==> src/tdf_pkg.sv <==
package tdf_pkg;

	localparam int unsigned MAX_RESULTS = 32;
	localparam int unsigned COUNT_W = $clog2(MAX_RESULTS);

	typedef logic [3:0] step_t;

	localparam step_t ST_IDLE      = 4'd0;
	localparam step_t ST_CHECK     = 4'd1;
	localparam step_t ST_DIV_START = 4'd2;
	localparam step_t ST_DIV_WAIT  = 4'd3;
	localparam step_t ST_TEST_END  = 4'd4;
	localparam step_t ST_TEST_REM  = 4'd5;
	localparam step_t ST_TEST_FULL = 4'd6;
	localparam step_t ST_EMIT_MID  = 4'd7;
	localparam step_t ST_INC       = 4'd8;
	localparam step_t ST_EMIT_LAST = 4'd9;

	typedef enum logic [2:0] {
		C_NEVER    = 3'd0,
		C_ALWAYS   = 3'd1,
		C_IN_VALID = 3'd2,
		C_SMALL    = 3'd3,
		C_DIV_DONE = 3'd4,
		C_Q_LT_D   = 3'd5,
		C_R_NZ     = 3'd6,
		C_OUT_FREE = 3'd7
	} cond_t;

	typedef struct packed {
		cond_t cond;
		logic  hold;
		step_t target;
		logic  load;
		logic  start;
		logic  emit_mid;
		logic  emit_last;
		logic  inc;
		logic  full_chk;
	} ctrl_word_t;

	function automatic ctrl_word_t ucode(step_t s);
		ctrl_word_t w;
		w = '{cond: C_NEVER, hold: 1'b0, target: ST_IDLE, load: 1'b0, start: 1'b0,
			emit_mid: 1'b0, emit_last: 1'b0, inc: 1'b0, full_chk: 1'b0};
		case (s)
			ST_IDLE: begin
				w.cond = C_IN_VALID; w.hold = 1'b1; w.target = ST_CHECK; w.load = 1'b1;
			end
			ST_CHECK: begin
				w.cond = C_SMALL; w.target = ST_EMIT_LAST;
			end
			ST_DIV_START: begin
				w.start = 1'b1;
			end
			ST_DIV_WAIT: begin
				w.cond = C_DIV_DONE; w.hold = 1'b1; w.target = ST_TEST_END;
			end
			ST_TEST_END: begin
				w.cond = C_Q_LT_D; w.target = ST_EMIT_LAST;
			end
			ST_TEST_REM: begin
				w.cond = C_R_NZ; w.target = ST_INC;
			end
			ST_TEST_FULL: begin
				w.cond = C_NEVER; w.full_chk = 1'b1; w.target = ST_EMIT_LAST;
			end
			ST_EMIT_MID: begin
				w.cond = C_OUT_FREE; w.hold = 1'b1; w.target = ST_DIV_START;
				w.emit_mid = 1'b1;
			end
			ST_INC: begin
				w.cond = C_ALWAYS; w.target = ST_DIV_START; w.inc = 1'b1;
			end
			ST_EMIT_LAST: begin
				w.cond = C_OUT_FREE; w.hold = 1'b1; w.target = ST_IDLE;
				w.emit_last = 1'b1;
			end
			default: begin
				w.cond = C_ALWAYS; w.target = ST_IDLE;
			end
		endcase
		return w;
	endfunction

endpackage

==> src/tdf_num_if.sv <==
interface tdf_num_if #(
	parameter int unsigned VALUE_WIDTH = 32
);
	logic                   valid;
	logic                   ready;
	logic [VALUE_WIDTH-1:0] number_in;

	modport source (output valid, output number_in, input ready);
	modport sink (input valid, input number_in, output ready);
endinterface

==> src/tdf_fac_if.sv <==
interface tdf_fac_if #(
	parameter int unsigned VALUE_WIDTH = 32
);
	logic                   valid;
	logic                   ready;
	logic [VALUE_WIDTH-1:0] factor_out;
	logic                   last_factor;

	modport source (output valid, output factor_out, output last_factor, input ready);
	modport sink (input valid, input factor_out, input last_factor, output ready);
endinterface

==> src/tdf_divider.sv <==
module tdf_divider import tdf_pkg::*; #(
	parameter int unsigned VALUE_WIDTH = 32
) (
	input  logic                   clk,
	input  logic                   arst_n,
	input  logic                   start,
	input  logic [VALUE_WIDTH-1:0] dividend,
	input  logic [VALUE_WIDTH-1:0] divisor,
	output logic                   busy,
	output logic [VALUE_WIDTH-1:0] quotient,
	output logic [VALUE_WIDTH-1:0] remainder
);
	localparam int unsigned CNT_W = $clog2(VALUE_WIDTH + 1);

	logic                   busy_q;
	logic [CNT_W-1:0]       cnt_q;
	logic [VALUE_WIDTH-1:0] acc_q;
	logic [VALUE_WIDTH-1:0] quo_q;
	logic [VALUE_WIDTH:0]   shifted;
	logic [VALUE_WIDTH:0]   diff;

	// One quotient bit per cycle, restoring form.
	assign shifted = {acc_q, quo_q[VALUE_WIDTH-1]};
	assign diff    = shifted - {1'b0, divisor};

	always_ff @(posedge clk or negedge arst_n) begin
		if (!arst_n) begin
			busy_q <= 1'b0;
			cnt_q  <= '0;
		end else if (start) begin
			busy_q <= 1'b1;
			cnt_q  <= CNT_W'(VALUE_WIDTH);
		end else if (busy_q) begin
			cnt_q <= cnt_q - 1'b1;
			if (cnt_q == CNT_W'(1)) begin
				busy_q <= 1'b0;
			end
		end
	end

	always_ff @(posedge clk) begin
		if (start) begin
			acc_q <= '0;
			quo_q <= dividend;
		end else if (busy_q) begin
			if (!diff[VALUE_WIDTH]) begin
				acc_q <= diff[VALUE_WIDTH-1:0];
				quo_q <= {quo_q[VALUE_WIDTH-2:0], 1'b1};
			end else begin
				acc_q <= shifted[VALUE_WIDTH-1:0];
				quo_q <= {quo_q[VALUE_WIDTH-2:0], 1'b0};
			end
		end
	end

	assign busy      = busy_q;
	assign quotient  = quo_q;
	assign remainder = acc_q;
endmodule

==> src/trial_division_factorizer.sv <==
// Channel  Dir  Payload                      Handshake
// num      in   number_in                    valid / ready
// fac      out  factor_out, last_factor      valid / ready
//
// One request at a time: a shift-subtract divider runs one trial per divisor tested,
// and each trial is one pass through the divide and test steps of the microprogram.
// A number needs one trial per factor found plus one per divisor tried up to its
// square root. Inputs 0 and 1 bypass the divider and go from the check step
// straight to the final result. Reset is asynchronous and clears control.
// A stalled result holds the sequencer at its emit step; the next request is taken
// while the final result still waits in the output register.
module trial_division_factorizer import tdf_pkg::*; #(
	parameter int unsigned VALUE_WIDTH = 32
) (
	input  logic clk,
	input  logic arst_n,
	tdf_num_if.sink   num,
	tdf_fac_if.source fac
);
	step_t                  step_q;
	ctrl_word_t             word;
	logic                   go;
	logic                   act;
	logic [VALUE_WIDTH-1:0] rem_q;
	logic [VALUE_WIDTH-1:0] div_q;
	logic [COUNT_W-1:0]     count_q;
	logic [VALUE_WIDTH-1:0] quotient;
	logic [VALUE_WIDTH-1:0] remainder;
	logic                   div_start;
	logic                   div_busy;
	logic                   out_free;
	logic                   fac_valid_q;
	logic [VALUE_WIDTH-1:0] fac_factor_q;
	logic                   fac_last_q;

	assign word     = ucode(step_q);
	assign out_free = !fac_valid_q || fac.ready;

	always_comb begin
		case (word.cond)
			C_NEVER:    go = word.full_chk && (count_q == COUNT_W'(MAX_RESULTS - 1));
			C_ALWAYS:   go = 1'b1;
			C_IN_VALID: go = num.valid;
			C_SMALL:    go = (rem_q[VALUE_WIDTH-1:1] == '0);
			C_DIV_DONE: go = !div_busy;
			C_Q_LT_D:   go = (quotient < div_q);
			C_R_NZ:     go = (remainder != '0);
			C_OUT_FREE: go = out_free;
			default:    go = 1'b0;
		endcase
	end

	assign act       = word.hold ? go : 1'b1;
	assign div_start = word.start;
	assign num.ready = word.load;

	tdf_divider #(.VALUE_WIDTH(VALUE_WIDTH)) u_div (
		.clk       (clk),
		.arst_n    (arst_n),
		.start     (div_start),
		.dividend  (rem_q),
		.divisor   (div_q),
		.busy      (div_busy),
		.quotient  (quotient),
		.remainder (remainder)
	);

	always_ff @(posedge clk or negedge arst_n) begin
		if (!arst_n) begin
			step_q      <= ST_IDLE;
			fac_valid_q <= 1'b0;
		end else begin
			if (go) begin
				step_q <= word.target;
			end else if (!word.hold) begin
				step_q <= step_q + 1'b1;
			end
			if (act && (word.emit_mid || word.emit_last)) begin
				fac_valid_q <= 1'b1;
			end else if (fac.ready) begin
				fac_valid_q <= 1'b0;
			end
		end
	end

	always_ff @(posedge clk) begin
		if (act && word.load) begin
			rem_q   <= num.number_in;
			div_q   <= VALUE_WIDTH'(2);
			count_q <= '0;
		end
		if (act && word.inc) begin
			div_q <= div_q + 1'b1;
		end
		if (act && word.emit_mid) begin
			fac_factor_q <= div_q;
			fac_last_q   <= 1'b0;
			rem_q        <= quotient;
			count_q      <= count_q + 1'b1;
		end
		if (act && word.emit_last) begin
			fac_factor_q <= rem_q;
			fac_last_q   <= 1'b1;
		end
	end

	assign fac.valid       = fac_valid_q;
	assign fac.factor_out  = fac_factor_q;
	assign fac.last_factor = fac_last_q;
endmodule

==> src/flat_wrapper.sv <==
// flat-port wrapper written by rule: the top's interface ports become plain ports
module trial_division_factorizer_flat import tdf_pkg::*;
#(
	parameter int unsigned VALUE_WIDTH = 32
)
  (clk, arst_n, num_valid, num_number_in, num_ready, fac_valid, fac_factor_out, fac_last_factor, fac_ready);
  tdf_num_if #(.VALUE_WIDTH(VALUE_WIDTH)) num_i ();
  tdf_fac_if #(.VALUE_WIDTH(VALUE_WIDTH)) fac_i ();
  input  logic clk;
  input  logic arst_n;
  input wire logic [$bits(num_i.valid)-1:0] num_valid;
  input wire logic [$bits(num_i.number_in)-1:0] num_number_in;
  output wire logic [$bits(num_i.ready)-1:0] num_ready;
  output wire logic [$bits(fac_i.valid)-1:0] fac_valid;
  output wire logic [$bits(fac_i.factor_out)-1:0] fac_factor_out;
  output wire logic [$bits(fac_i.last_factor)-1:0] fac_last_factor;
  input wire logic [$bits(fac_i.ready)-1:0] fac_ready;
  assign num_i.valid = num_valid;
  assign num_i.number_in = num_number_in;
  assign num_ready = num_i.ready;
  assign fac_valid = fac_i.valid;
  assign fac_factor_out = fac_i.factor_out;
  assign fac_last_factor = fac_i.last_factor;
  assign fac_i.ready = fac_ready;
  trial_division_factorizer #(.VALUE_WIDTH(VALUE_WIDTH)) u_core (.clk(clk), .arst_n(arst_n), .num(num_i), .fac(fac_i));
endmodule
==> config.mk <==
export PLATFORM = sky130hd
export DESIGN_NAME = trial_division_factorizer_flat
export DESIGN_NICKNAME = d
export VERILOG_FILES = /design/src/tdf_pkg.sv /design/src/tdf_num_if.sv /design/src/tdf_fac_if.sv /design/src/tdf_divider.sv /design/src/trial_division_factorizer.sv /design/src/flat_wrapper.sv
export SDC_FILE = /design/constraint.sdc
export NUM_CORES = 1
export LEC_CHECK = 0
export BUFFER_PORTS_ARGS = -buffer_cell sky130_fd_sc_hd__buf_2
export CORE_MARGIN = 1
export CORE_UTILIZATION = 55
export CTS_BUF_LIST = sky130_fd_sc_hd__clkbuf_8
export DETAILED_ROUTE_END_ITERATION = 12
export GPL_TIMING_DRIVEN = 0
export PLACE_DENSITY = 0.8
export SLEW_MARGIN = 10
export SYNTH_ARGS = -nofsm -noshare
export SYNTH_HDL_FRONTEND = slang
export SYNTH_HIERARCHICAL = 1
export SYNTH_SLANG_ARGS = --single-unit
==> constraint.sdc <==
create_clock -name clk -period 6.04 [get_ports clk]
set_input_delay 0.906 -clock clk [delete_from_list [all_inputs] [get_ports clk]]
set_output_delay 0.906 -clock clk [all_outputs]
set_load 0.1 [all_outputs]
==> flow_summary_export.csv <==
group,metric,value,unit
synthesis,synth_cell_type_count,83,
sta,tns,0,ps
clock_tree,cts_buffers,17,
sta,min_period_over_period,62.19,%
place,dp_hpwl,20530,um
critical_path,r2r_setup_slack,2280,ps
critical_path,path_max_fanout,32,
critical_path,worst-r2r-cell-count,12,
layout,syn_to_final_growth,9.999,%
die,die_area,0.02103,sq mm
synthesis,synth_nets,1150,
place,gp_congestion,0.8676,
sta,min_period,3756,ps
power_and_ir_drop,power.density,203.2,mW/mm^2
sta,setup_viol,0,
layout,drive_above_1_share,18.78,%
clock_tree,cts_tree,"done",
critical_path,critPathRequiredTime,6150,ps
drt,drc_errors,0,
clock_tree,clk_pin_slew,90,ps
synthesis,ys_warn_count,6,
synthesis,synth_seq_cells,178,
global_routing,grt_start_max_net_pins,34,
drt,dr.pass1.iters,5,
layout,antennaDiodeCount,0,
drt,viasPerCell,6.021,
global_routing,grt_pass1_wl,43140,um
synthesis,syn_area,0.01125,sq mm
critical_path,critPathArrivalTime,3870,ps
die,rows,51,
die,io_pins,71,
run,maxCapViolations,0,
global_routing,antenna_found_initial,0,
clock_tree,clockBufferDepth,2,
drt,drtIter0Drc,796,
layout,fin_area,0.01237,sq mm
critical_path,worst_setup_path_end_kind,"flop",
layout,finalNetCount,1241,
hold_path,hold_path_class,"input port to asynchronous set/reset pin",
sta,hold_violations,0,
global_routing,grt-ovfl-total,0,
sta,max_freq,266.2,MHz
drt,wl_per_cell,19.17,um
die,die_y,145.0,um
clock_tree,ctsRootBufferMaster,"clkbuf_8",
die,core,0.01978,sq mm
clock_tree,clk_latency,470,ps
global_routing,grt_usage,26.01,%
layout,fill_cells,1567,
sta,holdWs,320.2,ps
sta,drv_slew,0,
global_routing,grt_pass1_vias,8310,
clock_tree,cts_sinks,178,
clock_tree,cts_resized,0,
clock_tree,htree_levels,4,
drt,drt-total-wl,27030,um
clock_tree,cts_hold_buf,0,
synthesis,synth_edf_count,133,
synthesis,synth-main-ff-cell,"edfxtp_1",
synthesis,seq_area_frac_synth,44.04,%
place,portBuffers,70,
power_and_ir_drop,irDropWorstVdd,161.9,uV
power_and_ir_drop,p_leak,5.627,nW
critical_path,path_class,"flop to flop",
critical_path,rr_startpoint,"u_core/step_q[0]",
drt,drtAntennaViolNets,0,
critical_path,start_kind,"flop",
die,start_util,56.87,%
sta,slew_headroom,31.44,%
place,place_area,0.01199,sq mm
die,die_w,145.0,um
synthesis,synth_area_per_cell,10.81,sq um
synthesis,synth_async_sr_flop_share,6.742,%
sta,worstMarginPinSlew,1019,ps
clock_tree,post_cts_buffers,0,
drt,vias,8489,
run_status,status,"completed",
power_and_ir_drop,power,2.514,mW
sta,finClkSkew,14.07,ps
layout,final_util,62.56,%
critical_path,timing.rr.end,"u_core/fac.factor_out[14]",
sta,rsz0062_at_grt,"false",
synthesis,syn_inst,1041,
-- cells in the final DEF (no fill, tap or decap), types with 4 or more instances in the layout --
cell and instances:
buf_2 81, mux2_1 27, dfxtp_1 33, o221ai_1 5, nand4_1 17, nand2b_1 15
nor4_1 22, xor2_1 11, and3_1 9, or3_1 5, nand3_1 21, inv_1 86
o21a_1 6, nor2_1 99, mux2i_1 27, a211oi_1 32, nor3_1 16, or2_2 4
ha_1 72, nor3b_1 5, buf_1 4, clkbuf_8 19, mux2_2 42, o21ai_0 20
a21oi_1 47, o22ai_1 4, clkbuf_1 17, dfrtp_1 12, xnor2_1 52, nor2b_1 10
nand2_1 52, mux2_4 28, edfxtp_1 133, buf_12 4, buf_6 7, a21o_1 15
and2_1 6
-- critical path, stage by stage, from the launching register on --
cell	delay [ps]
dfrtp_1	420
inv_1	130
ha_1	190
buf_4	170
or3b_1	370
a21oi_2	270
o21a_1	240
nor2_1	70
o22ai_2	250
and4b_1	270
buf_6	180
buf_8	170
or2_2	640
-- state kept, by name (all words and copies together) (netlist names) --
register	flops
u_core/u_div/cnt_q	6
u_core/step_q	4
u_core/fac.valid	1
u_core/u_div/quotient	32
u_core/div_q	32
u_core/fac.factor_out	32
u_core/rem_q	32
u_core/fac.last_factor	1
u_core/count_q	5
u_core/u_div/remainder	32
u_core/u_div/busy	1
-- layout make-up --
class	count	area, sq um	share of cell area [%]
multi-input cells	738	5731	46.31
flip-flops and latches	178	4955	40.04
repair buffers	72	390.4	3.155
well taps	265	331.6	2.679
inverters	82	307.8	2.487
plain buffers	43	275.3	2.224
clock buffers	19	261.5	2.113
clock inverters	13	122.6	0.9909
-- metrics by stage --
stage	worst slack, ps	instances
2_1_floorplan	1158	1041
3_3_place_gp	-486.4	1376
3_5_place_dp	2373	1378
4_1_cts	2351	1410
5_1_grt	2155	1410
6_report	2284	1410
-- per-layer routing --
layer | global-route usage, % | vias to the layer above | share of wire (%)
met5 | 0 | - | 0
met4 | 8.777 | 0 | 2.0
met3 | 4.748 | 46 | 5.5
met2 | 43.03 | 294 | 49
met1 | 34.25 | 4153 | 44
li1 | - | 3996 | -
-- worst max path at each step --
stage / start / to / slack (ps) / cells after the start
after detailed placement: u_core/step_q[0] / u_core/fac.factor_out[1] / 2370 / 12
final: u_core/step_q[0] / u_core/fac.factor_out[14] / 2280 / 12
after CTS: u_core/div_q[0] / u_core/u_div/remainder[24] / 2350 / 12
after global routing: u_core/step_q[0] / u_core/fac.factor_out[3] / 2150 / 12
after global placement: u_core/step_q[0] / u_core/rem_q[8] / -490 / 10
after floorplan: u_core/step_q[0] / u_core/count_q[0] / 1160 / 10
-- kinds of logic (layout without fill, tap and decap cells) --
| kind of cell | count (synthesis) | in the layout | synth area share [%] |
|---|---|---|---|
| adder cells (fa/ha/maj) | 73 | 73 | 8.186 |
| AO/OA/AOI/OAI | 180 | 180 | 11.33 |
| XOR/XNOR | 64 | 64 | 5.050 |
| AND/OR/NAND/NOR | 297 | 297 | 13.16 |
| buffers and inverters | 125 | 229 | 5.183 |
| flip-flops | 178 | 178 | 44.04 |
| multiplexers | 124 | 124 | 13.05 |
-- synth_stat cells (11+ instances only) --
| cell | count | area, sq um |
|---|---|---|
| a211oi_1 | 32 | 240.2 |
| a21o_1 | 15 | 112.6 |
| a21oi_1 | 47 | 235.2 |
| buf_2 | 11 | 55.05 |
| clkbuf_1 | 17 | 63.81 |
| dfrtp_1 | 12 | 300.3 |
| dfxtp_1 | 33 | 660.6 |
| edfxtp_1 | 133 | 3994 |
| ha_1 | 72 | 900.9 |
| inv_1 | 82 | 307.8 |
| mux2_1 | 27 | 304.0 |
| mux2_2 | 42 | 473.0 |
| mux2_4 | 28 | 420.4 |
| mux2i_1 | 27 | 270.3 |
| nand2_1 | 52 | 195.2 |
| nand2b_1 | 15 | 93.84 |
| nand3_1 | 21 | 105.1 |
| nand4_1 | 17 | 106.4 |
| nor2_1 | 99 | 371.6 |
| nor2b_1 | 11 | 68.82 |
| nor3_1 | 16 | 80.08 |
| nor4_1 | 22 | 137.6 |
| o21ai_0 | 21 | 105.1 |
| xnor2_1 | 52 | 455.4 |
| xor2_1 | 11 | 96.34 |
-- power by group --
group | internal, mW | leakage (nW) | switching (mW)
sequential | 1.39 | 1.70 | 0.0694
clock | 0.383 | 0.208 | 0.424
combinational | 0.129 | 3.72 | 0.118
(Power assumes the default switching activity.)
